==> src/rtl/pid_hysteresis_heater_control_assert.svh <==
// Assertion macros shared by the heater controller RTL.
// No dependencies; included by the modules that carry checks.
`ifndef PID_HYSTERESIS_HEATER_CONTROL_ASSERT_SVH
`define PID_HYSTERESIS_HEATER_CONTROL_ASSERT_SVH

`ifndef NO_ASSERTIONS

// Same-cycle implication, checked outside reset
`define PHHC_ASSERT_IMPL(lbl, clk_i, rstn_i, ante, cons) \
  lbl: assert property (@(posedge clk_i) disable iff (!rstn_i) (ante) |-> (cons)) \
    else $error("phhc: assertion failed");

// Next-cycle implication, checked outside reset
`define PHHC_ASSERT_NEXT(lbl, clk_i, rstn_i, ante, cons) \
  lbl: assert property (@(posedge clk_i) disable iff (!rstn_i) (ante) |=> (cons)) \
    else $error("phhc: assertion failed");

`else

`define PHHC_ASSERT_IMPL(lbl, clk_i, rstn_i, ante, cons)
`define PHHC_ASSERT_NEXT(lbl, clk_i, rstn_i, ante, cons)

`endif

`endif

==> src/rtl/phhc_pkg.sv <==
// Shared types and constants of the heater controller.
// No dependencies; imported by every module of the block.
package phhc_pkg;

  // Fixed-point formats
  localparam int TEMP_FRAC_BITS = 5;
  localparam int GAIN_FRAC_BITS = 8;

  // Temperature reported when the sensor read failed (about -3.16 degrees)
  localparam logic signed [15:0] SENTINEL_TEMP = -16'sd101;

  // Drive thresholds of the switching rule
  localparam logic signed [31:0] DRIVE_OFF_MAX = 32'(3 << TEMP_FRAC_BITS);
  localparam logic signed [31:0] DRIVE_ON_MIN  = 32'(((1 << TEMP_FRAC_BITS) + 5) / 10);

  // Signed 32-bit saturation limits
  localparam logic signed [31:0] SAT_MAX = 32'sh7FFF_FFFF;
  localparam logic signed [31:0] SAT_MIN = 32'sh8000_0000;

  // PID accumulator width: sum of three products
  localparam int ACC_W = 51;

  // Mode codes of the request
  localparam logic [1:0] MODE_POLL  = 2'd0;
  localparam logic [1:0] MODE_CTRL  = 2'd1;
  localparam logic [1:0] MODE_FORCE_ON  = 2'd2;
  localparam logic [1:0] MODE_FORCE_OFF = 2'd3;

  // Operation after classification
  typedef enum logic [1:0] {
    OP_POLL = 2'd0,
    OP_CTRL = 2'd1,
    OP_ON   = 2'd2,
    OP_OFF  = 2'd3
  } op_t;

  // Queue entry between front and back
  typedef struct packed {
    op_t                op;
    logic signed [15:0] temp;
    logic               touch_edge;
  } q_item_t;

  localparam int QUEUE_DEPTH = 2;
  localparam int QPTR_W      = (QUEUE_DEPTH > 1) ? $clog2(QUEUE_DEPTH) : 1;
  localparam int QCNT_W      = $clog2(QUEUE_DEPTH + 1);

  // Result of one request
  typedef struct packed {
    logic               heater_on;
    logic signed [31:0] drive_value;
    logic               loop_enabled;
    logic signed [15:0] temperature_used;
  } res_t;

  // Configuration registers
  typedef struct packed {
    logic signed [15:0] target_temperature;
    logic [15:0]        gain_proportional;
    logic [15:0]        gain_integral;
    logic [15:0]        gain_derivative;
    logic [11:0]        off_band;
    logic [11:0]        on_band;
    logic               touch_reenables;
  } cfg_t;

  localparam int CFG_ADDR_W = 5;
  localparam int REG_IDX_W  = 3;

  localparam logic [REG_IDX_W-1:0] REG_TARGET    = 3'd0;
  localparam logic [REG_IDX_W-1:0] REG_GAIN_P    = 3'd1;
  localparam logic [REG_IDX_W-1:0] REG_GAIN_I    = 3'd2;
  localparam logic [REG_IDX_W-1:0] REG_GAIN_D    = 3'd3;
  localparam logic [REG_IDX_W-1:0] REG_OFF_BAND  = 3'd4;
  localparam logic [REG_IDX_W-1:0] REG_ON_BAND   = 3'd5;
  localparam logic [REG_IDX_W-1:0] REG_TOUCH_REN = 3'd6;

  localparam logic signed [15:0] RST_TARGET = 16'sd0;
  localparam logic [15:0]        RST_GAIN_P = 16'd307;
  localparam logic [15:0]        RST_GAIN_I = 16'd179;
  localparam logic [15:0]        RST_GAIN_D = 16'd614;
  localparam logic [11:0]        RST_OFF_BAND = 12'd96;
  localparam logic [11:0]        RST_ON_BAND  = 12'd3;

endpackage

==> src/rtl/phhc_queue.sv <==
// Short FIFO that decouples the front end from the arithmetic back end.
// Depends on phhc_pkg for the entry type and depth.
module phhc_queue (
  input  logic              clk,
  input  logic              rst_n,
  input  logic              push,
  input  phhc_pkg::q_item_t push_item,
  output logic              full,
  input  logic              pop,
  output logic              head_vld,
  output phhc_pkg::q_item_t head_item
);
  import phhc_pkg::*;

`include "pid_hysteresis_heater_control_assert.svh"

  q_item_t           mem_r [QUEUE_DEPTH];
  logic [QPTR_W-1:0] wr_ptr_r, wr_ptr_nxt;
  logic [QPTR_W-1:0] rd_ptr_r, rd_ptr_nxt;
  logic [QCNT_W-1:0] cnt_r, cnt_nxt;

  assign full      = (cnt_r == QCNT_W'(QUEUE_DEPTH));
  assign head_vld  = (cnt_r != '0);
  assign head_item = mem_r[rd_ptr_r];

  // Advance pointers with wrap at the depth
  always_comb begin
    wr_ptr_nxt = wr_ptr_r;
    rd_ptr_nxt = rd_ptr_r;
    if (push) begin
      wr_ptr_nxt = (wr_ptr_r == QPTR_W'(QUEUE_DEPTH - 1)) ? '0 : wr_ptr_r + 1'b1;
    end
    if (pop) begin
      rd_ptr_nxt = (rd_ptr_r == QPTR_W'(QUEUE_DEPTH - 1)) ? '0 : rd_ptr_r + 1'b1;
    end
    case ({push, pop})
      2'b10:   cnt_nxt = cnt_r + 1'b1;
      2'b01:   cnt_nxt = cnt_r - 1'b1;
      default: cnt_nxt = cnt_r;
    endcase
  end

  always_ff @(posedge clk) begin
    if (!rst_n) begin
      wr_ptr_r <= '0;
      rd_ptr_r <= '0;
      cnt_r    <= '0;
    end else begin
      wr_ptr_r <= wr_ptr_nxt;
      rd_ptr_r <= rd_ptr_nxt;
      cnt_r    <= cnt_nxt;
    end
  end

  // Store the pushed entry
  always_ff @(posedge clk) begin
    if (push) begin
      mem_r[wr_ptr_r] <= push_item;
    end
  end

  `PHHC_ASSERT_IMPL(a_q_bound, clk, rst_n, 1'b1, cnt_r <= QCNT_W'(QUEUE_DEPTH))
  `PHHC_ASSERT_IMPL(a_q_pop_nonempty, clk, rst_n, pop, head_vld)
  `PHHC_ASSERT_IMPL(a_q_push_room, clk, rst_n, push, !full)

endmodule

==> config.mk <==
export PLATFORM = sky130hd
export DESIGN_NAME = phhc_queue
export DESIGN_NICKNAME = d
export VERILOG_FILES = /design/src/rtl/phhc_pkg.sv /design/src/rtl/phhc_queue.sv
export VERILOG_INCLUDE_DIRS = /design/src /design/src/rtl
export SDC_FILE = /design/constraint.sdc
export NUM_CORES = 1
export LEC_CHECK = 0
export BUFFER_PORTS_ARGS = -buffer_cell sky130_fd_sc_hd__buf_2
export CORE_MARGIN = 2
export CORE_UTILIZATION = 25
export CTS_CLUSTER_SIZE = 10
export DETAILED_ROUTE_END_ITERATION = 7
export GPL_TIMING_DRIVEN = 0
export SYNTH_ARGS = -nofsm -noshare
export SYNTH_HDL_FRONTEND = slang
export SYNTH_SLANG_ARGS = --single-unit
==> constraint.sdc <==
create_clock -name clk -period 2.15 [get_ports clk]
set_clock_uncertainty 0.1 [all_clocks]
set_input_delay 0.215 -clock clk [delete_from_list [all_inputs] [get_ports clk]]
set_output_delay 0.215 -clock clk [all_outputs]
set_load 0.02 [all_outputs]
==> flow_summary.toml <==
[hold_path]
min_path_cells = 1
hp-start = "push_item[7]"
min_to = "mem_r[1][7]$_DFFE_PP_"
hold_path_class = "input port to flop"

[timing]
relSlewSlack_pct = 36.62
worst_slew_pin_slew_ps = 950.7
report.final.slew_viol_count = 0
fmax_ghz = 0.5231
setup_viol = 0
fin_crit_sh_pct = 88.91
setup_ws_ps = 238.5
rsz0062_at_grt = "false"
fin_tns_setup_ps = 0
fin_crit_ps = 1912
timing_hold_violations_final = 0

[floorplan]
initial_core_util_pct = 25.42
die_area_sq_mm = 0.006999
fp.dieW_microns = 83.66
rows = 29
core-area_sq_mm = 0.006241
die_y_microns = 83.66
pin_count = 44

[setup_path]
end_kind = "output pin"
setup.worst_path.start_class = "flop"
r2r_end = "mem_r[1][3]$_DFFE_PP_"
r2r_cells = 1
required_ps = 1840
crit_path_max_fanout = 10
worstSetupPathType = "flop to output pin"
cp.arrival_ps = 1600
regToRegSetupSlack_ps = 530
reg2reg_from = "wr_ptr_r$_SDFFE_PN0P_"

[power]
ir_worst_vdd_v = 0.0003494
power.leakage_nw = 0.8118
power_density_mw_per_mm2 = 865.6

[logic_synthesis]
ys_warn_count = 0
synth_ff_type = "edfxtp_1"
synthesis.nets = 105
synthCells = 81
synth_top_area_share_pct = 71.92
synth.distinct_cells = 18
syn_area_per_cell_sq_um = 19.59
synth_edf_count = 38
synth_common_cells = "edfxtp_1 (38), mux2_2 (19), dfxtp_1 (5), and2_1 (4), xnor2_1 (2)"
netlist_area_sq_mm = 0.001587
synth-seq-cells = 43
ys_seq_area_share_pct = 78.23
synth_most_common_cell = "edfxtp_1"
async_flop_share_pct = 0
synth.largest_area_cell = "edfxtp_1"
synth_area_leaders = "edfxtp_1 (72%), mux2_2 (13%), dfxtp_1 (6.3%), and2_1 (1.6%), xnor2_1 (1.1%)"

[global_routing]
grt_remaining_overflow = 0
grt_pass1_vias = 929
grt_pass1_wl_mm = 4.243
antenna_found_initial = 0
grt_max_degree = 20
grt_usage_pct = 7.954

[drt]
via_count = 889
via_per_inst = 4.041
antenna_left = 0
routed_wirelength_mm = 2.809
dr.first_iter.drc_count = 29
post_drt_wl_per_cell_microns = 12.77
firstDrtPassIters = 4
drc_errors = 0

[clocking]
htree_levels = 2
cts_buffers = 5
cts_tree = "done"
clock_path_buffers = 2
post_cts_buffers = 0
clock_sinks = 43
clock_latency_ps = 290
clk_pin_slew_ps = 80
clockRootBuffer = "clkbuf_8"

[placed_design]
preCtsSetupSlack_ps = 514.8
gp_congestion = 0.6198
hpwl_mm = 2.002
port_buffers = 43

[run]
maxCapViolCount = 0

[final_layout]
area_delta_synth_final_pct = 34.15
antenna_cells = 0
fin_nets = 166
fill_cells = 618
drive_gt1_share_pct = 53.15
regArea_sq_mm = 0.001241
multi_input_area_sq_um = 331.6

[status]
outcome = "complete, no violations"
[state kept, by name, indices dropped and copies added, names as in the netlist, named ones only]
register,count
wr_ptr_r,1
rd_ptr_r,1
mem_r,38
cnt_r,2
[critical path, stage by stage (launching register included)]
cell,delay (ps)
dfxtp_1,310
buf_4,170
buf_2,290
mux2_2,370
buf_2,160
[where the power goes]
part	internal, mW	switching [mW]
Clock	0.346	0.265
Sequential	0.960	0.0155
Combinational	0.119	0.138
[kinds of logic (layout without fill, tap and decap cells)]
family	count (synthesis)	in the layout	synth area share [%]
DFF	43	43	78.23
muxes	19	19	13.49
and+or+nand+nor	9	9	3.549
AOI/OAI and AO/OA	3	3	1.262
xor gates and xnor gates	3	3	1.656
buffers and inverters	3	65	1.025
adders and majority gates	1	1	0.7885
[layout make-up]
class / instances / share of cell area, %
Buffer: 2 / 0.5879
Clock buffer: 5 / 3.233
Clock inverter: 3 / 2.058
Inverter: 1 / 0.1764
Multi-Input combinational cell: 35 / 15.58
Sequential cell: 43 / 58.32
Tap cell: 77 / 4.527
Timing Repair Buffer: 54 / 15.52
[metrics by stage]
step	util [%]	area [sq um]	total power [mW]	hold slack, ps	cells
after floorplan	-	1587	1.147	213.9	81
after global placement	30.41	1898	1.224	302.4	201
after detailed placement	30.69	1916	1.241	306.2	202
after CTS	33.14	2068	1.862	1.305	214
after global routing	34.10	2128	1.924	1.382	220
final	34.10	2128	1.842	12.59	220
[layout by cell type, fill, tap and decap left out]
cell	n
buf_4	1
clkinv_4	1
buf_8	1
edfxtp_1	38
or2_2	1
and2_1	4
buf_2	44
bufinv_16	1
or3_1	1
o21a_1	1
ha_1	1
xnor2_1	2
xor2_1	1
and2b_2	1
inv_1	1
a21boi_1	1
clkbuf_8	5
nor2_2	1
dfxtp_1	5
dlygate4sd3_1	10
clkinv_2	1
mux2_2	19
nor2b_1	1
o21ai_0	1
[timing repair]
item                                   in CTS  in global routing
hold buffers                                4                  6
gates resized for setup                     0                  0
endpoints found under the hold margin       8                 12
[worst max-delay path by stage]
stage	from	end	slack [ps]	cells past startpoint
6_report	flop	head_item[5]	240	4
5_1_grt	flop	head_item[5]	130	4
4_1_cts	flop	head_item[2]	190	4
3_5_place_dp	wr_ptr_r$_SDFFE_PN0P_	mem_r[1][4]$_DFFE_PP_	510	1
3_3_place_gp	push	mem_r[0][4]$_DFFE_PP_	20	3
2_1_floorplan	wr_ptr_r$_SDFFE_PN0P_	mem_r[0][0]$_DFFE_PP_	490	1
[per-layer routing]
metal / part of all wire, % / GRT usage [%]
met5: 0 / 0
met4: 1.3 / 2.493
met3: 6.9 / 3.858
met2: 52 / 14.18
met1: 40 / 8.179
No activity file was read; power rests on OpenSTA's default activity.
