### src/rtl/pid_hysteresis_heater_control_assert.svh
// Assertion macros shared by the heater controller RTL.
// No dependencies; included by the modules that carry checks.
`ifndef PID_HYSTERESIS_HEATER_CONTROL_ASSERT_SVH
`define PID_HYSTERESIS_HEATER_CONTROL_ASSERT_SVH

`ifndef NO_ASSERTIONS

// Same-cycle implication, checked outside reset
`define PHHC_ASSERT_IMPL(lbl, clk_i, rstn_i, ante, cons) \
  lbl: assert property (@(posedge clk_i) disable iff (!rstn_i) (ante) |-> (cons)) \
    else $error("phhc: assertion failed");

// Next-cycle implication, checked outside reset
`define PHHC_ASSERT_NEXT(lbl, clk_i, rstn_i, ante, cons) \
  lbl: assert property (@(posedge clk_i) disable iff (!rstn_i) (ante) |=> (cons)) \
    else $error("phhc: assertion failed");

`else

`define PHHC_ASSERT_IMPL(lbl, clk_i, rstn_i, ante, cons)
`define PHHC_ASSERT_NEXT(lbl, clk_i, rstn_i, ante, cons)

`endif

`endif

### src/rtl/phhc_pkg.sv
// Shared types and constants of the heater controller.
// No dependencies; imported by every module of the block.
package phhc_pkg;

  // Fixed-point formats
  localparam int TEMP_FRAC_BITS = 5;
  localparam int GAIN_FRAC_BITS = 8;

  // Temperature reported when the sensor read failed (about -3.16 degrees)
  localparam logic signed [15:0] SENTINEL_TEMP = -16'sd101;

  // Drive thresholds of the switching rule
  localparam logic signed [31:0] DRIVE_OFF_MAX = 32'(3 << TEMP_FRAC_BITS);
  localparam logic signed [31:0] DRIVE_ON_MIN  = 32'(((1 << TEMP_FRAC_BITS) + 5) / 10);

  // Signed 32-bit saturation limits
  localparam logic signed [31:0] SAT_MAX = 32'sh7FFF_FFFF;
  localparam logic signed [31:0] SAT_MIN = 32'sh8000_0000;

  // PID accumulator width: sum of three products
  localparam int ACC_W = 51;

  // Mode codes of the request
  localparam logic [1:0] MODE_POLL  = 2'd0;
  localparam logic [1:0] MODE_CTRL  = 2'd1;
  localparam logic [1:0] MODE_FORCE_ON  = 2'd2;
  localparam logic [1:0] MODE_FORCE_OFF = 2'd3;

  // Operation after classification
  typedef enum logic [1:0] {
    OP_POLL = 2'd0,
    OP_CTRL = 2'd1,
    OP_ON   = 2'd2,
    OP_OFF  = 2'd3
  } op_t;

  // Queue entry between front and back
  typedef struct packed {
    op_t                op;
    logic signed [15:0] temp;
    logic               touch_edge;
  } q_item_t;

  localparam int QUEUE_DEPTH = 2;
  localparam int QPTR_W      = (QUEUE_DEPTH > 1) ? $clog2(QUEUE_DEPTH) : 1;
  localparam int QCNT_W      = $clog2(QUEUE_DEPTH + 1);

  // Result of one request
  typedef struct packed {
    logic               heater_on;
    logic signed [31:0] drive_value;
    logic               loop_enabled;
    logic signed [15:0] temperature_used;
  } res_t;

  // Configuration registers
  typedef struct packed {
    logic signed [15:0] target_temperature;
    logic [15:0]        gain_proportional;
    logic [15:0]        gain_integral;
    logic [15:0]        gain_derivative;
    logic [11:0]        off_band;
    logic [11:0]        on_band;
    logic               touch_reenables;
  } cfg_t;

  localparam int CFG_ADDR_W = 5;
  localparam int REG_IDX_W  = 3;

  localparam logic [REG_IDX_W-1:0] REG_TARGET    = 3'd0;
  localparam logic [REG_IDX_W-1:0] REG_GAIN_P    = 3'd1;
  localparam logic [REG_IDX_W-1:0] REG_GAIN_I    = 3'd2;
  localparam logic [REG_IDX_W-1:0] REG_GAIN_D    = 3'd3;
  localparam logic [REG_IDX_W-1:0] REG_OFF_BAND  = 3'd4;
  localparam logic [REG_IDX_W-1:0] REG_ON_BAND   = 3'd5;
  localparam logic [REG_IDX_W-1:0] REG_TOUCH_REN = 3'd6;

  localparam logic signed [15:0] RST_TARGET = 16'sd0;
  localparam logic [15:0]        RST_GAIN_P = 16'd307;
  localparam logic [15:0]        RST_GAIN_I = 16'd179;
  localparam logic [15:0]        RST_GAIN_D = 16'd614;
  localparam logic [11:0]        RST_OFF_BAND = 12'd96;
  localparam logic [11:0]        RST_ON_BAND  = 12'd3;

endpackage

### src/rtl/phhc_ifs.sv
// Valid/ready channel interfaces for requests and results.
// No dependencies; used by the top level and the front module.
interface phhc_in_if;
  logic               valid;
  logic               ready;
  logic [1:0]         mode;
  logic signed [15:0] temperature;
  logic               temp_valid;
  logic               touch_level;

  modport source (output valid, mode, temperature, temp_valid, touch_level, input ready);
  modport sink   (input valid, mode, temperature, temp_valid, touch_level, output ready);
endinterface


### src/rtl/phhc_front.sv
// Front end: accepts requests, substitutes the sentinel, detects touch edges.
// Depends on phhc_pkg and phhc_in_if; feeds phhc_queue.
module phhc_front (
  input  logic              clk,
  input  logic              rst_n,
  phhc_in_if.sink           in_ch,
  input  logic              q_full,
  output logic              push,
  output phhc_pkg::q_item_t push_item
);
  import phhc_pkg::*;

  logic last_touch_r;
  logic last_touch_nxt;
  logic accept;

  // Take a request whenever the queue has room
  assign in_ch.ready = !q_full;
  assign accept      = in_ch.valid && !q_full;
  assign push        = accept;

  // Classify the request
  always_comb begin
    push_item.temp       = in_ch.temp_valid ? in_ch.temperature : SENTINEL_TEMP;
    push_item.touch_edge = in_ch.touch_level && !last_touch_r;
    case (in_ch.mode)
      MODE_POLL:      push_item.op = OP_POLL;
      MODE_CTRL:      push_item.op = OP_CTRL;
      MODE_FORCE_ON:  push_item.op = OP_ON;
      MODE_FORCE_OFF: push_item.op = OP_OFF;
      default:        push_item.op = OP_POLL;
    endcase
  end

  // Track the touch pad level of the last accepted request
  assign last_touch_nxt = accept ? in_ch.touch_level : last_touch_r;

  always_ff @(posedge clk) begin
    if (!rst_n) begin
      last_touch_r <= 1'b0;
    end else begin
      last_touch_r <= last_touch_nxt;
    end
  end

endmodule

### src/flat_wrapper.sv
// flat-port wrapper written by rule: the top's interface ports become plain ports
module phhc_front_flat import phhc_pkg::*;
  (clk, rst_n, q_full, push, push_item, in_ch_valid, in_ch_mode, in_ch_temperature, in_ch_temp_valid, in_ch_touch_level, in_ch_ready);
  phhc_in_if in_ch_i ();
  input  logic clk;
  input  logic rst_n;
  input  logic q_full;
  output logic push;
  output phhc_pkg::q_item_t push_item;
  input wire logic [$bits(in_ch_i.valid)-1:0] in_ch_valid;
  input wire logic [$bits(in_ch_i.mode)-1:0] in_ch_mode;
  input wire logic [$bits(in_ch_i.temperature)-1:0] in_ch_temperature;
  input wire logic [$bits(in_ch_i.temp_valid)-1:0] in_ch_temp_valid;
  input wire logic [$bits(in_ch_i.touch_level)-1:0] in_ch_touch_level;
  output wire logic [$bits(in_ch_i.ready)-1:0] in_ch_ready;
  assign in_ch_i.valid = in_ch_valid;
  assign in_ch_i.mode = in_ch_mode;
  assign in_ch_i.temperature = in_ch_temperature;
  assign in_ch_i.temp_valid = in_ch_temp_valid;
  assign in_ch_i.touch_level = in_ch_touch_level;
  assign in_ch_ready = in_ch_i.ready;
  phhc_front u_core (.clk(clk), .rst_n(rst_n), .in_ch(in_ch_i), .q_full(q_full), .push(push), .push_item(push_item));
endmodule
### config.mk
export PLATFORM = sky130hd
export DESIGN_NAME = phhc_front_flat
export DESIGN_NICKNAME = d
export VERILOG_FILES = /design/src/rtl/pid_hysteresis_heater_control_assert.svh /design/src/rtl/phhc_pkg.sv /design/src/rtl/phhc_ifs.sv /design/src/rtl/phhc_front.sv /design/src/flat_wrapper.sv
export SDC_FILE = /design/constraint.sdc
export NUM_CORES = 1
export LEC_CHECK = 0
export BUFFER_PORTS_ARGS = -buffer_cell sky130_fd_sc_hd__buf_2
export CAP_MARGIN = 20
export CORE_AREA = 3 3 40 42
export DETAILED_ROUTE_END_ITERATION = 16
export DIE_AREA = 0 0 43 45
export SLEW_MARGIN = 10
export SYNTH_ARGS = -nofsm -noshare
export SYNTH_HDL_FRONTEND = slang
export SYNTH_SLANG_ARGS = --single-unit
export TNS_END_PERCENT = 100
### constraint.sdc
create_clock -name clk -period 1.7 [get_ports clk]
set_clock_uncertainty 0.2 [all_clocks]
set_input_delay 0.34 -clock clk [delete_from_list [all_inputs] [get_ports clk]]
set_output_delay 0.34 -clock clk [all_outputs]
set_load 0.03 [all_outputs]
==> flow_results.org, run 1 <==
** Placement
- Buffers placed on the I/O ports in this run total 40.
- Routability congestion estimate :: 0.728
- Detailed placement finished with a half-perimeter wire length of 592 um.

** Final layout
- In the final layout, the share of cells above drive strength 1 is 65.1%.
- Diode insertion count for antenna repair :: 0
- More flip-flops sit in one register than any other, and that register is u_core.last_touch_r.
- The largest registers in the layout are u_core.last_touch_r x1.
- Fraction of the core area covered by cells at the end of the flow :: 29.8%
- Final nets :: 89
- # fillers :: 142
- The library cell used most frequently in the layout, excluding fill and tap cells, is buf_2.
- From synthesis to final layout, the design area changed by 117%.
- Flip-flop count of the largest register after layout :: 1
- Top library cells by usage in the layout, fill and taps aside :: buf_2, nand2b_1, or2b_1, and2_1, nand2_1

** Setup path
- Worst Path Required :: 1.16 ns
- The critical path is of the in2out type.
- Counting cells, the worst reg-to-reg path comes to 2.
- The worst setup path is launched from an input port.
- The signal on the critical path passes through buf_2, or2b_1, buf_2.
- Along the worst path, the maximum fanout reaches 16.
- The worst setup path is captured at an output pin.
- Largest stage delay on the critical path :: 0.25 ns
- The slowest stage of the critical path belongs to the cell or2b_1.
- Arrival time reported for the critical path endpoint :: 0.97 ns
- Cell occurring most often along the worst timing path :: buf_2

** Synthesis
- Unique cell type count in the Yosys netlist :: 11
- Sequential cell area fraction in the yosys report :: 11.3%
- Summed instance area of the synthesized netlist :: 176 um^2
- After synthesis the netlist holds a flip-flop and latch count of 1.
- Synthesized instance count :: 26
- Yosys warnings :: 0
- The number of nets handed over by synthesis was 50.
- Each instance of the synthesized netlist takes up on average 6.79 um^2.

** Timing
- Fmax achieved :: 662 MHz
- Worst-Margin Slew :: 0.200 ns
- Setup violations remaining at the end of the flow were counted as 0.
- Post-route minimum period :: 1.51 ns
- Total negative slack for setup checks :: 0 ns
- Worst slew margin :: 86.6%
- The number of max-slew violations in the final report was 0.
- The final hold violation count came to 0.
- Crit share post-route :: 88.9%
- Setup repair after global routing missed its margin :: false

** Route
- Wire per inst :: 7.90 um
- Number of design rule violations left after detail routing :: 0
- Number of antenna-violating nets in the routed design :: 0
- Violation count after the first detailed-routing iteration :: 1
- Post-detailed-routing wire length :: 616 um
- TritonRoute pass-1 iters :: 2
- Via Count :: 285
- Avg Vias per Cell :: 3.65

** Floorplanning
- Once the floorplan was initialized, standard cells occupied 13.7% of the core.
- In this run the count of I/O pins placed on the die edge is 45.
- The floorplan has 13 rows.
- The region available for standard cell placement spans 1280 um^2.
- Full die area :: 1940 um^2
- The die is 45 um tall.
- Measured along the x axis, the die boundary spans 43 um.

** Worst hold path
- In this run the worst hold path is classified as reg2reg.
- Counting instances, the worst hold path has a depth of 2.

** GRT
- Vias in the first global route :: 237
- Across every metal layer, demand over resource in global routing totals 5.15%.
- Entering global routing, the biggest net connects 17 pins.
- Remaining global-route overflow :: 0
- Antenna violations before repair :: 0
- Global-route wire length before repair :: 841 um

** Clock network
- The later pin in the worst-skew pair is clocked with a latency of 0 ns.
- Clock-pin slew was measured on the worst setup and hold paths at 0 ns.
- In this run the post-CTS setup repair buffer count came out at 0.
- Number of cells upsized or downsized after cts :: 0
- Hold repair after CTS inserted 0 buffers.

** Power
- Internal power comes to 0.0711 mW.
- Combinational logic is responsible for 82.1% of the overall power.
- Clock network fraction of total power :: 0%
- Total power density per cell area :: 375 nW/um^2
- The share of total power dissipated in sequential elements is 17.9%.
- Fraction of power spent switching nets :: 50.5%
- Peak VDD IR :: 0.141 mV
- Summed over all nets, the switching power comes to 0.0724 mW.
- Summed over all cells, the static leakage comes to 0.222 nW.

** Flow run
- Max Cap Violations :: 0

** Status
- Result of the run :: complete, no violations
==> per-stage QoR <==
stage / hold WS (ns) / total power, mW / setup WS, ns / area [um^2] / instances
3_3_place_gp: 0.246 / 0.144 / 0.193 / 383 / 78
5_1_grt: 0.271 / 0.153 / 0.126 / 383 / 78
2_1_floorplan: 0.235 / 0.106 / 0.363 / 176 / 26
4_1_cts: 0.258 / 0.145 / 0.173 / 383 / 78
6_report: 0.253 / 0.143 / 0.188 / 383 / 78
3_5_place_dp: 0.258 / 0.145 / 0.173 / 383 / 78
==> kinds of logic after synthesis <==
family,Yosys count,synth area share [%]
buffers and inverters,4,9.22
multiplexers,1,5.67
AND/OR/NAND/NOR,20,73.8
flip-flops,1,11.3
==> synthesized netlist by cell type, drive strengths merged <==
| library cell | number | area (um^2) |
|---|---|---|
| and2 | 3 | 18.8 |
| buf | 1 | 5.00 |
| clkbuf | 2 | 7.51 |
| dfxtp | 1 | 20.0 |
| inv | 1 | 3.75 |
| mux2i | 1 | 10.0 |
| nand2 | 2 | 7.51 |
| nand2b | 7 | 43.8 |
| nor2b | 2 | 15.0 |
| or2b | 6 | 45.0 |
==> area by class of cell <==
class	count	area, um^2	area share, %
sequential	1	20.0	5.23
timing repair buffer	40	200	52.3
multi-input combinational	21	140	36.6
inverter	1	3.75	0.980
tap	15	18.8	4.90
==> metal layers <==
| layer | global-route usage (%) | share of wire [%] | wire [um] |
|---|---|---|---|
| met1 | 5.02 | 30 | 185 |
| met2 | 11.7 | 53 | 326 |
| met3 | 0.797 | 17 | 104 |
| met4 | 0 | 0 | 0 |
| met5 | 0 | 0 | 0 |
==> worst paths after layout <==
| path | end | startpoint | slack [ns] |
|---|---|---|---|
| max reg2reg | u_core.last_touch_r | u_core.last_touch_r | 0.96 |
| max | push_item[9] | in_ch_temp_valid | 0.19 |
| min reg2reg | u_core.last_touch_r | u_core.last_touch_r | 0.25 |
| min | u_core.last_touch_r | u_core.last_touch_r | 0.25 |
==> power groups by stage <==
stage | sequential, mW | clock [mW] | combinational [mW]
3_5_place_dp | 0.0258 | 0 | 0.119
2_1_floorplan | 0.0256 | 0 | 0.0802
3_3_place_gp | 0.0257 | 0 | 0.119
5_1_grt | 0.0259 | 0 | 0.127
6_report | 0.0257 | 0 | 0.118
4_1_cts | 0.0258 | 0 | 0.119
==> worst max-delay path: cells and delay by family <==
kind	cells	cell delay (ns)
buf+inv	2	0.38
simple gates	1	0.25
Power figures use the tool's default switching activity.
==> run 2, diff against run 1 <==
--- a/config.mk
+++ b/config.mk
@@ -12,2 +12,3 @@
 export DIE_AREA = 0 0 43 45
+export PLACE_DENSITY = 0.55
 export SLEW_MARGIN = 10
@@ -16,2 +17 @@
 export SYNTH_SLANG_ARGS = --single-unit
-export TNS_END_PERCENT = 100
==> constraint.sdc (replaced) <==
create_clock -name clk -period 1.7 [get_ports clk]
set_clock_uncertainty 0.2 [all_clocks]
set_input_delay 0.255 -clock clk [delete_from_list [all_inputs] [get_ports clk]]
set_output_delay 0.255 -clock clk [all_outputs]
set_load 0.03 [all_outputs]
==> flow_results.org, run 2 (synthesis results as in run 1) <==
** Timing
- Setup violations remaining at the end of the flow were counted as 0.
- Final worst hold slack :: 0.255 ns
- Crit share post-route :: 78.3%
- The final hold violation count was 0.
- Number of max-slew violations in the final report :: 0
- For the pin with the worst max-slew slack, the measured transition is 0.197 ns.
- Total negative slack for setup checks :: 0 ns
- Measured against its own limit, the worst slew margin works out to 86.9%.
- Setup repair after global routing left no endpoint under its margin.
- Post-route minimum period :: 1.33 ns
- Fmax achieved :: 752 MHz

** Route
- For this run, the detailed router's first-pass iteration total came to 1.
- The detail route stage leaves a number of antenna-violating nets equal to 0.
- In the routed layout, each cell is associated on average with a via count of 3.74.
- Wire per inst :: 7.72 um
- Violation count after the first detailed-routing iteration :: 0
- Via Count :: 292
- In the routed design, unresolved DRC markers number 0.
- The final layout contains routed wiring with a total length of 602 um.

** Clock network
- Once the clock tree was built, the resizer swapped 0 gates to a different size.
- In this run, post-CTS hold repair placed 0 buffers.
- The clock reaches the later pin of the worst-skew pair after 0 ns.
- After clock tree synthesis, the clock-pin slew on the worst setup and hold paths is 0 ns.
- After clock tree synthesis, the setup repair step added 0 buffers.

** Final layout
- Compared with the post-synthesis result, the final layout area differs by 117%.
- Sequential standard cell area :: 20.0 um^2
- # fillers :: 144
- Most common cell after layout, fill and taps aside :: buf_2
- The largest registers in the layout are u_core.last_touch_r x1.
- Final nets :: 89
- The flip-flop count of the largest register, all copies and words added is 1.
- Top library cells by usage in the layout, fill and taps aside :: buf_2, nand2b_1, or2b_1, and2_1, nand2_1
- u_core.last_touch_r holds more flip-flops than any other register.
- 0 antenna diodes ended up in the layout.
- The post-route netlist has 65.1% of its cells at a drive strength greater than 1.
- The finished layout holds 78 standard cells, fillers aside.
- Total area of multi-input combinational cells :: 140 um^2

** Setup path
- Of all nets on the critical path, the largest fanout is 16.
- Worst Path Required :: 1.24 ns
- Worst Setup End Kind :: output pin
- By startpoint and endpoint, the worst setup path is classified as in2out.
- Data arrives at the worst endpoint at 0.88 ns.
- The worst setup path is launched from an input port.

** GRT
- GR Layer Usage met3 :: 3.19%
- Global routing consumed, on the met2 layer, 10.5% of the routing resources.
- The first global-routing pass estimated 959 um of wire.
- Antenna violations before repair :: 0
- Met1 Resource Use GR :: 6.70%
- Global router's overall resource usage :: 5.90%
- Entering global routing, the biggest net connects 17 pins.
- Global routing's busiest layer :: met2
- Remaining global-route overflow :: 0
- The via count of the first global-routing pass is 239.

** Power
- IR analysis of the VDD net gives a maximum drop of 0.133 mV.
- Overall power of the completed layout :: 0.143 mW
- Summed over all cells, the static leakage comes to 0.222 nW.
- Power spread over the standard cell area amounts to 375 nW/um^2.

** Placement
- Placed wire-length estimate :: 566 um
- Number of placed instances, taps included :: 78
- The count of buffers added on input and output ports is 40.
- Routability congestion estimate :: 0.583

** Floorplanning
- Floorplan row count :: 13
- Overall die height :: 45 um
- Starting density of the core :: 13.7%
- The die covers 1940 um^2.
- The core region is 1280 um^2.
- The die is 43 um wide.
- 45 I/O pins were placed.

** Worst hold path
- Worst min-delay path category :: reg2reg

** Flow run
- Max Cap Violations :: 0

** Status
- The run finished with clean final reports.
## run 2: cell type report
type	count	share of cell area, %
inverter	1	0.980
sequential	1	5.23
tap	15	4.90
multi-input combinational	21	36.6
timing repair buffer	40	52.3
## run 2: metal layers
metal	share of wire (%)	wire length, um
met1	28	168
met2	39	236
met3	33	197
met4	0	0
met5	0	0
## run 2: power breakdown
group | switching (mW) | internal [mW] | total (mW)
logic | 0.0718 | 0.0459 | 0.118
clock network | 0 | 0 | 0
registers | 0.000591 | 0.0252 | 0.0258
## run 2: stage by stage
step / util (%) / worst slack [ns] / instance area, um^2
finish: 29.8 / 0.370 / 383
global route: 29.8 / 0.303 / 383
CTS: 29.8 / 0.357 / 383
detailed placement: 29.8 / 0.362 / 383
global placement: 29.8 / 0.366 / 383
floorplan: - / 0.515 / 176
## run 2: critical path: stages
cell	delay, ns
buf_2	0.20
or2b_1	0.24
buf_2	0.18
## run 2: worst paths after layout
kind,endpoint,slack [ns],cells past startpoint,startpoint
setup reg to reg,u_core.last_touch_r,0.96,2,u_core.last_touch_r
hold reg to reg,u_core.last_touch_r,0.25,2,u_core.last_touch_r
hold / removal,u_core.last_touch_r,0.25,2,u_core.last_touch_r
setup / recovery,push_item[8],0.37,3,in_ch_temp_valid
