**src/rtl/pid_hysteresis_heater_control_assert.svh**
```systemverilog
// Assertion macros shared by the heater controller RTL.
// No dependencies; included by the modules that carry checks.
`ifndef PID_HYSTERESIS_HEATER_CONTROL_ASSERT_SVH
`define PID_HYSTERESIS_HEATER_CONTROL_ASSERT_SVH

`ifndef NO_ASSERTIONS

// Same-cycle implication, checked outside reset
`define PHHC_ASSERT_IMPL(lbl, clk_i, rstn_i, ante, cons) \
  lbl: assert property (@(posedge clk_i) disable iff (!rstn_i) (ante) |-> (cons)) \
    else $error("phhc: assertion failed");

// Next-cycle implication, checked outside reset
`define PHHC_ASSERT_NEXT(lbl, clk_i, rstn_i, ante, cons) \
  lbl: assert property (@(posedge clk_i) disable iff (!rstn_i) (ante) |=> (cons)) \
    else $error("phhc: assertion failed");

`else

`define PHHC_ASSERT_IMPL(lbl, clk_i, rstn_i, ante, cons)
`define PHHC_ASSERT_NEXT(lbl, clk_i, rstn_i, ante, cons)

`endif

`endif

```
**src/rtl/phhc_pkg.sv**
```systemverilog
// Shared types and constants of the heater controller.
// No dependencies; imported by every module of the block.
package phhc_pkg;

  // Fixed-point formats
  localparam int TEMP_FRAC_BITS = 5;
  localparam int GAIN_FRAC_BITS = 8;

  // Temperature reported when the sensor read failed (about -3.16 degrees)
  localparam logic signed [15:0] SENTINEL_TEMP = -16'sd101;

  // Drive thresholds of the switching rule
  localparam logic signed [31:0] DRIVE_OFF_MAX = 32'(3 << TEMP_FRAC_BITS);
  localparam logic signed [31:0] DRIVE_ON_MIN  = 32'(((1 << TEMP_FRAC_BITS) + 5) / 10);

  // Signed 32-bit saturation limits
  localparam logic signed [31:0] SAT_MAX = 32'sh7FFF_FFFF;
  localparam logic signed [31:0] SAT_MIN = 32'sh8000_0000;

  // PID accumulator width: sum of three products
  localparam int ACC_W = 51;

  // Mode codes of the request
  localparam logic [1:0] MODE_POLL  = 2'd0;
  localparam logic [1:0] MODE_CTRL  = 2'd1;
  localparam logic [1:0] MODE_FORCE_ON  = 2'd2;
  localparam logic [1:0] MODE_FORCE_OFF = 2'd3;

  // Operation after classification
  typedef enum logic [1:0] {
    OP_POLL = 2'd0,
    OP_CTRL = 2'd1,
    OP_ON   = 2'd2,
    OP_OFF  = 2'd3
  } op_t;

  // Queue entry between front and back
  typedef struct packed {
    op_t                op;
    logic signed [15:0] temp;
    logic               touch_edge;
  } q_item_t;

  localparam int QUEUE_DEPTH = 2;
  localparam int QPTR_W      = (QUEUE_DEPTH > 1) ? $clog2(QUEUE_DEPTH) : 1;
  localparam int QCNT_W      = $clog2(QUEUE_DEPTH + 1);

  // Result of one request
  typedef struct packed {
    logic               heater_on;
    logic signed [31:0] drive_value;
    logic               loop_enabled;
    logic signed [15:0] temperature_used;
  } res_t;

  // Configuration registers
  typedef struct packed {
    logic signed [15:0] target_temperature;
    logic [15:0]        gain_proportional;
    logic [15:0]        gain_integral;
    logic [15:0]        gain_derivative;
    logic [11:0]        off_band;
    logic [11:0]        on_band;
    logic               touch_reenables;
  } cfg_t;

  localparam int CFG_ADDR_W = 5;
  localparam int REG_IDX_W  = 3;

  localparam logic [REG_IDX_W-1:0] REG_TARGET    = 3'd0;
  localparam logic [REG_IDX_W-1:0] REG_GAIN_P    = 3'd1;
  localparam logic [REG_IDX_W-1:0] REG_GAIN_I    = 3'd2;
  localparam logic [REG_IDX_W-1:0] REG_GAIN_D    = 3'd3;
  localparam logic [REG_IDX_W-1:0] REG_OFF_BAND  = 3'd4;
  localparam logic [REG_IDX_W-1:0] REG_ON_BAND   = 3'd5;
  localparam logic [REG_IDX_W-1:0] REG_TOUCH_REN = 3'd6;

  localparam logic signed [15:0] RST_TARGET = 16'sd0;
  localparam logic [15:0]        RST_GAIN_P = 16'd307;
  localparam logic [15:0]        RST_GAIN_I = 16'd179;
  localparam logic [15:0]        RST_GAIN_D = 16'd614;
  localparam logic [11:0]        RST_OFF_BAND = 12'd96;
  localparam logic [11:0]        RST_ON_BAND  = 12'd3;

endpackage

```
**src/rtl/phhc_back.sv**
```systemverilog
// Back end: error update, PID products, drive and heater switching, result register.
// Depends on phhc_pkg; pops phhc_queue and drives the result channel.
module phhc_back (
  input  logic              clk,
  input  logic              rst_n,
  input  phhc_pkg::cfg_t    cfg,
  input  logic              head_vld,
  input  phhc_pkg::q_item_t head_item,
  output logic              pop,
  input  logic              out_ready,
  output logic              out_vld,
  output phhc_pkg::res_t    out_item
);
  import phhc_pkg::*;

`include "pid_hysteresis_heater_control_assert.svh"

  typedef struct packed {
    logic               ctrl;
    op_t                op;
    logic               touch_edge;
    logic               loop_en;
    logic signed [15:0] temp;
    logic signed [15:0] last_temp;
    logic signed [16:0] err;
    logic signed [31:0] esum;
    logic signed [17:0] deriv;
  } s1_t;

  typedef struct packed {
    logic               ctrl;
    op_t                op;
    logic               touch_edge;
    logic               loop_en;
    logic signed [15:0] temp;
    logic signed [15:0] last_temp;
    logic signed [33:0] p_prop;
    logic signed [48:0] p_int;
    logic signed [34:0] p_der;
  } s2_t;

  // Loop state
  logic               loop_en_r, loop_en_nxt;
  logic signed [31:0] error_sum_r, error_sum_nxt;
  logic signed [16:0] last_err_r;
  logic signed [15:0] last_temp_r;
  logic               heater_state_r, heater_nxt;
  logic signed [31:0] last_drive_r;

  // Pipeline
  s1_t  st1_r;
  logic st1_vld_r;
  s2_t  st2_r;
  logic st2_vld_r;
  res_t out_r;
  logic out_vld_r;

  logic               adv;
  logic               hazard;
  logic               s1_ctrl;
  logic signed [16:0] err_c;
  logic [32:0]        sum_c;
  logic signed [17:0] deriv_c;

  logic signed [16:0] kp_s, ki_s, kd_s;
  logic signed [33:0] p_prop_c;
  logic signed [48:0] p_int_c;
  logic signed [34:0] p_der_c;

  logic signed [ACC_W-1:0] acc_c;
  logic signed [ACC_W-1:0] shifted_c;
  logic [ACC_W-32:0]       hi_c;
  logic signed [31:0]      drive_nxt;
  logic signed [17:0]      temp_x, lim_off, lim_on;

  // Move the whole back end when the result slot frees up
  assign adv     = !out_vld_r || out_ready;
  assign hazard  = head_item.touch_edge && (st1_vld_r || st2_vld_r);
  assign pop     = adv && head_vld && !hazard;
  assign out_vld = out_vld_r;
  assign out_item = out_r;

  // Stage 1: touch effect on the loop enable, error and integral update
  always_comb begin
    loop_en_nxt = loop_en_r;
    if (head_item.touch_edge) begin
      if (heater_state_r) begin
        loop_en_nxt = 1'b0;
      end else if (cfg.touch_reenables) begin
        loop_en_nxt = 1'b1;
      end
    end
    s1_ctrl = (head_item.op == OP_CTRL) && loop_en_nxt;

    err_c = {cfg.target_temperature[15], cfg.target_temperature}
          - {head_item.temp[15], head_item.temp};
    sum_c = {{16{err_c[16]}}, err_c} + {error_sum_r[31], error_sum_r};
    if (sum_c[32] != sum_c[31]) begin
      error_sum_nxt = sum_c[32] ? SAT_MIN : SAT_MAX;
    end else begin
      error_sum_nxt = sum_c[31:0];
    end
    deriv_c = {err_c[16], err_c} - {last_err_r[16], last_err_r};
  end

  always_ff @(posedge clk) begin
    if (!rst_n) begin
      loop_en_r   <= 1'b1;
      error_sum_r <= '0;
      last_err_r  <= '0;
      last_temp_r <= '0;
    end else if (pop) begin
      loop_en_r <= loop_en_nxt;
      if (s1_ctrl) begin
        error_sum_r <= error_sum_nxt;
        last_err_r  <= err_c;
        last_temp_r <= head_item.temp;
      end
    end
  end

  always_ff @(posedge clk) begin
    if (pop) begin
      st1_r.ctrl       <= s1_ctrl;
      st1_r.op         <= head_item.op;
      st1_r.touch_edge <= head_item.touch_edge;
      st1_r.loop_en    <= loop_en_nxt;
      st1_r.temp       <= head_item.temp;
      st1_r.last_temp  <= last_temp_r;
      st1_r.err        <= err_c;
      st1_r.esum       <= error_sum_nxt;
      st1_r.deriv      <= deriv_c;
    end
  end

  // Stage 2: three gain products in parallel
  assign kp_s     = $signed({1'b0, cfg.gain_proportional});
  assign ki_s     = $signed({1'b0, cfg.gain_integral});
  assign kd_s     = $signed({1'b0, cfg.gain_derivative});
  assign p_prop_c = kp_s * st1_r.err;
  assign p_int_c  = ki_s * st1_r.esum;
  assign p_der_c  = kd_s * st1_r.deriv;

  always_ff @(posedge clk) begin
    if (adv) begin
      st2_r.ctrl       <= st1_r.ctrl;
      st2_r.op         <= st1_r.op;
      st2_r.touch_edge <= st1_r.touch_edge;
      st2_r.loop_en    <= st1_r.loop_en;
      st2_r.temp       <= st1_r.temp;
      st2_r.last_temp  <= st1_r.last_temp;
      st2_r.p_prop     <= p_prop_c;
      st2_r.p_int      <= p_int_c;
      st2_r.p_der      <= p_der_c;
    end
  end

  // Stage 3: sum, floor shift and saturate the drive
  always_comb begin
    acc_c = {{(ACC_W-34){st2_r.p_prop[33]}}, st2_r.p_prop}
          + {{(ACC_W-49){st2_r.p_int[48]}}, st2_r.p_int}
          + {{(ACC_W-35){st2_r.p_der[34]}}, st2_r.p_der};
    shifted_c = acc_c >>> GAIN_FRAC_BITS;
    hi_c      = shifted_c[ACC_W-1:31];
    if (hi_c == '0 || hi_c == '1) begin
      drive_nxt = shifted_c[31:0];
    end else begin
      drive_nxt = hi_c[ACC_W-32] ? SAT_MIN : SAT_MAX;
    end
  end

  // Stage 3: touch toggle, hysteresis switching, forced commands
  assign temp_x  = {{2{st2_r.temp[15]}}, st2_r.temp};
  assign lim_off = {{2{cfg.target_temperature[15]}}, cfg.target_temperature}
                 - {6'd0, cfg.off_band};
  assign lim_on  = {{2{cfg.target_temperature[15]}}, cfg.target_temperature}
                 - {6'd0, cfg.on_band};

  always_comb begin
    heater_nxt = heater_state_r;
    if (st2_r.touch_edge) begin
      heater_nxt = !heater_nxt;
    end
    case (st2_r.op)
      OP_CTRL: begin
        if (st2_r.ctrl) begin
          if (temp_x >= lim_off && st2_r.last_temp <= st2_r.temp && heater_nxt
              && drive_nxt <= DRIVE_OFF_MAX) begin
            heater_nxt = 1'b0;
          end
          if (temp_x <= lim_on && st2_r.last_temp >= st2_r.temp && !heater_nxt
              && drive_nxt >= DRIVE_ON_MIN) begin
            heater_nxt = 1'b1;
          end
        end
      end
      OP_ON:   heater_nxt = 1'b1;
      OP_OFF:  heater_nxt = 1'b0;
      default: heater_nxt = heater_nxt;
    endcase
  end

  // Pipeline valids and state that retires with the result
  always_ff @(posedge clk) begin
    if (!rst_n) begin
      st1_vld_r      <= 1'b0;
      st2_vld_r      <= 1'b0;
      out_vld_r      <= 1'b0;
      heater_state_r <= 1'b0;
      last_drive_r   <= '0;
    end else if (adv) begin
      st1_vld_r <= pop;
      st2_vld_r <= st1_vld_r;
      out_vld_r <= st2_vld_r;
      if (st2_vld_r) begin
        heater_state_r <= heater_nxt;
        if (st2_r.ctrl) begin
          last_drive_r <= drive_nxt;
        end
      end
    end
  end

  // Result register
  always_ff @(posedge clk) begin
    if (adv && st2_vld_r) begin
      out_r.heater_on        <= heater_nxt;
      out_r.drive_value      <= st2_r.ctrl ? drive_nxt : last_drive_r;
      out_r.loop_enabled     <= st2_r.loop_en;
      out_r.temperature_used <= st2_r.temp;
    end
  end

  `PHHC_ASSERT_IMPL(a_touch_drained, clk, rst_n, pop && head_item.touch_edge, !st1_vld_r && !st2_vld_r)
  `PHHC_ASSERT_NEXT(a_loop_hold, clk, rst_n, !(pop && head_item.touch_edge), $stable(loop_en_r))
  `PHHC_ASSERT_NEXT(a_touch_off, clk, rst_n, pop && head_item.touch_edge && heater_state_r, !loop_en_r)
  `PHHC_ASSERT_NEXT(a_sum_hold, clk, rst_n, !(pop && s1_ctrl), $stable(error_sum_r))

endmodule

```
**config.mk**
```make
export PLATFORM = sky130hd
export DESIGN_NAME = phhc_back
export DESIGN_NICKNAME = d
export VERILOG_FILES = /design/src/rtl/phhc_pkg.sv /design/src/rtl/phhc_back.sv
export VERILOG_INCLUDE_DIRS = /design/src /design/src/rtl
export SDC_FILE = /design/constraint.sdc
export NUM_CORES = 2
export LEC_CHECK = 0
export ABC_CLOCK_PERIOD_IN_PS = 16500
export BUFFER_PORTS_ARGS = -buffer_cell sky130_fd_sc_hd__buf_2
export CAP_MARGIN = 20
export CORE_UTILIZATION = 55
export CTS_CLUSTER_SIZE = 30
export DETAILED_ROUTE_END_ITERATION = 7
export HOLD_SLACK_MARGIN = 0.03
export MAX_ROUTING_LAYER = met4
export PLACE_DENSITY_LB_ADDON = 0.3
export REMOVE_ABC_BUFFERS = 1
export SLEW_MARGIN = 20
export SYNTH_ARGS = -nofsm -noshare
export SYNTH_HDL_FRONTEND = slang
export SYNTH_SLANG_ARGS = --single-unit
```
**constraint.sdc**
```tcl
create_clock -name clk -period 16.5 [get_ports clk]
set_input_delay 0.825 -clock clk [delete_from_list [all_inputs] [get_ports clk]]
set_output_delay 0.825 -clock clk [all_outputs]
set_load 0.01 [all_outputs]
```
==> metrics.md <==
| Metric | Value |
|---|---|
| Vias in the first global route | 45880 |
| Crit. End Element | register |
| # rows | 121 |
| Number of iterations in the first detailed-routing pass | 6 |
| Worst Skew | 17.50 ps |
| Register bit count reported by yosys | a little over 400 |
| Die height | approximately 330 um |
| Total track usage | 29.09% |
| I/O Buffers | 163 |
| Register-to-register setup slack | roughly 8400 ps |
| Worst reg2reg path endpoint | st2_r[82]$_DFFE_PN_ |
| Min-Delay Path Class | reg2reg |
| Initial Util | a little under three fifths |
| Post-synth EDFFs | a little over 300 |
| CP Class | in2reg |
| HP Start | st1_r[85]$_DFFE_PP_ |
| DRC | 0 |
| Storage element area | 11320 um2 |
| WL/cell | 19.32 um |
| Pin count of the biggest net entering global routing | roughly 60 |
| DRT antenna net count | 0 |
| Top-Level Pins | 164 |
| Slew margin rel. | 32.29% |
| Die footprint | 111600 um2 |
| Fill cell count | 9374 |
| Final count of negative-setup-slack endpoints | 0 |
| H-Tree Depth | 2 |
| Outcome | completed |
| Vias | 43480 |
| Hold Path Stages | 0 |
| Worst-Skew Late Latency | 600 ps |
| Multi-input logic area | 43320 um2 |
| CTS tree | yes |
| Share of cells above drive strength 1 | 5.896% |
| RD Place Congestion | 0.9643 |
| Fin util | around 59% |
| Grt ovf | 0 |
| CP Data Required Time | 16840 ps |
| Fin crit period | between 8000 and 9000 ps |
| CP Max Fanout | 32 |
| Synth cell types | 101 |
| Synth warnings | 0 |
| Wire length of the first global-routing pass | around 250 mm |
| Pins Over Slew Limit | 0 |
| Arrival time at the worst endpoint | 8490 ps |
| Fmax | 122.7 MHz |
| Ys async rst share | 0% |
| Clock transition at path regs | 60 ps |
| Cts hold-fix bufs | 0 |
| Final period utilization | 49.40% |
| Clk root buf | clkbuf_16 |
| Synth Cell Area | between 60000 and 70000 um2 |
| Worst-Margin Slew | 990.0 ps |
| Source of the worst register-to-register timing path | st1_r[23]$_DFFE_PP_ |
| DR vias/cell | about 5.5 |
| Crit start category | input port |
| Hold Fails Final Rpt | 0 |
| Sequential-to-total area share from yosys stat | about a fifth |
| Max-capacitance violation count | 0 |
| Dpl hpwl | 119.4 mm |
| Total Nets Final | 8024 |
| Worst Reg-to-Reg Cells | 24 |
| CTS resizes | 0 |
| Most used DFF post-synth | edfxtp_1 |
| Worst-case clock buffer depth | 3 |
| Hold-critical path endpoint | st2_r[136]$_DFFE_PN_ |
| Final WL | 151.8 mm |
| Sink Count | roughly 410 |
| Core Region | between 100000 and 150000 um2 |
| Synthesized instance count | between 6000 and 7000 |
| Initial antenna violation count | 7 |
| RSZ-0062 raised after global routing | false |
| Final setup TNS | 0 ps |
| Total CTS buffers | 41 |
| Chip width | about 330 um |
| Setup bufs post-CTS | 0 |
| Syn-to-layout area delta | 5.508% |
| Drt first-iter violations | 2923 |
| Synth Area per Inst | 9.586 um2 |
==> state kept, by name (all words and copies together), names as in the netlist <==
register,flops
last_temp_r,16
st2_vld_r,1
loop_en_r,1
error_sum_r,32
st2_r,155
heater_state_r,1
last_err_r,17
st1_vld_r,1
last_drive_r,32
out_item,50
out_vld,1
st1_r,104
==> per-stage QoR <==
step / cell area, um2 / hold WS (ps) / std cells / setup slack (ps)
2_1_floorplan: 59550 / 400.3 / 6096 / 7191
3_3_place_gp: 62560 / 401.2 / 7778 / 7990
3_5_place_dp: 62560 / 404.5 / 7778 / 7808
4_1_cts: 63970 / 401.5 / 7852 / 8399
5_1_grt: 63990 / 405.5 / 7856 / 7968
6_report: 63990 / 412.3 / 7857 / 8349
==> worst max-delay path by stage <==
stage                         from                      endpoint
3_3_place_gp               cfg[48]           st2_r[82]$_DFFE_PN_
4_1_cts        st1_r[23]$_DFFE_PP_           st2_r[82]$_DFFE_PN_
2_1_floorplan            out_ready  error_sum_r[10]$_SDFFE_PN0P_
3_5_place_dp               cfg[48]           st2_r[82]$_DFFE_PN_
6_report                   cfg[48]           st2_r[82]$_DFFE_PN_
5_1_grt        st1_r[23]$_DFFE_PP_           st2_r[82]$_DFFE_PN_
==> worst max-delay path, stage by stage <==
cell and delay, ps:
buf_2 610, nand2_1 170, fa_1 570, inv_1 50, fa_1 520, inv_1 50
fa_1 480, fa_1 500, inv_1 50, fa_1 510, fa_1 500, ha_1 380
and2_1 180, and4_1 200, a21oi_1 240, o21ai_1 140, o21ai_0 380, a31oi_1 290
a211o_1 360, o21ai_1 310, nor3_1 80, a2111oi_0 450, o21bai_1 170, a221oi_1 330
xnor2_1 110
==> synth_stat cells (9+ instances only) <==
| master | instances | area (um2) |
|---|---|---|
| a21o_1 | 61 | 457.9 |
| edfxtp_1 | 309 | 9279 |
| inv_1 | 1313 | 4928 |
| or3_1 | 18 | 112.6 |
| nand4_1 | 31 | 193.9 |
| nand3_1 | 45 | 225.2 |
| ha_1 | 522 | 6531 |
| o21ai_2 | 25 | 219.0 |
| a31oi_1 | 18 | 112.6 |
| fa_1 | 1044 | 20900 |
| buf_6 | 10 | 112.6 |
| o211ai_1 | 15 | 112.6 |
| xor2_1 | 57 | 499.2 |
| xnor2_1 | 154 | 1349 |
| o21ai_0 | 168 | 840.8 |
| nor3_1 | 53 | 265.3 |
| o21a_1 | 49 | 367.9 |
| maj3_1 | 17 | 170.2 |
| nor2b_1 | 44 | 275.3 |
| a21oi_1 | 214 | 1071 |
| and2_1 | 441 | 2759 |
| a211oi_1 | 20 | 150.1 |
| nand2_1 | 857 | 3217 |
| o21ai_1 | 9 | 45.04 |
| o21bai_1 | 24 | 180.2 |
| clkbuf_1 | 191 | 716.9 |
| clkbuf_8 | 11 | 151.4 |
| nor2_1 | 163 | 611.8 |
| o21a_2 | 10 | 87.58 |
| o22ai_1 | 27 | 168.9 |
| dfxtp_1 | 102 | 2042 |
| a21boi_0 | 48 | 360.4 |
| nand2b_1 | 52 | 325.3 |
| and3_1 | 19 | 118.9 |
| o21ba_2 | 15 | 150.1 |
==> cell type report <==
class,count,share of cell area (%)
Tap cell,1476,2.886
Antenna cell,4,0.01564
Clock buffer,54,1.758
Clock inverter,20,0.4360
Sequential cell,411,17.69
Multi-Input combinational cell,4372,67.70
Inverter,1313,7.710
Timing Repair Buffer,207,1.803
==> placed cells by master (no fill, tap or decap), drive strengths merged, types with 57 or more instances in the layout <==
| master | count |
|---|---|
| inv | 1317 |
| fa | 1044 |
| nand2 | 858 |
| ha | 522 |
| and2 | 445 |
| edfxtp | 309 |
| a21oi | 215 |
| buf | 207 |
| o21ai | 202 |
| nor2 | 163 |
| xnor2 | 154 |
| dfxtp | 102 |
| a21o | 62 |
| o21a | 59 |
| xor2 | 57 |
==> metal layers <==
| layer | GRT usage (%) | routed length (um) |
|---|---|---|
| met2 | 48.05 | 74790 |
| met5 | - | 0 |
| met4 | 8.384 | 4474 |
| met3 | 3.699 | 9813 |
| met1 | 37.70 | 62680 |
==> cell families (layout without fill, tap and decap cells) <==
kind of cell	after synthesis	after routing	synth area share, %
simple gates	1776	1776	14.11
fa+ha+maj	1583	1583	45.51
buf+inv	1544	1594	9.935
compound gates	797	797	8.646
flops	411	411	18.67
xor+xnor	211	211	3.047
mux	5	5	0.08458
other cells	0	4	0
Power is left out: the tool's default activity adds up to more than one toggle a clock period on the data nets, which glitch-free logic cannot reach.
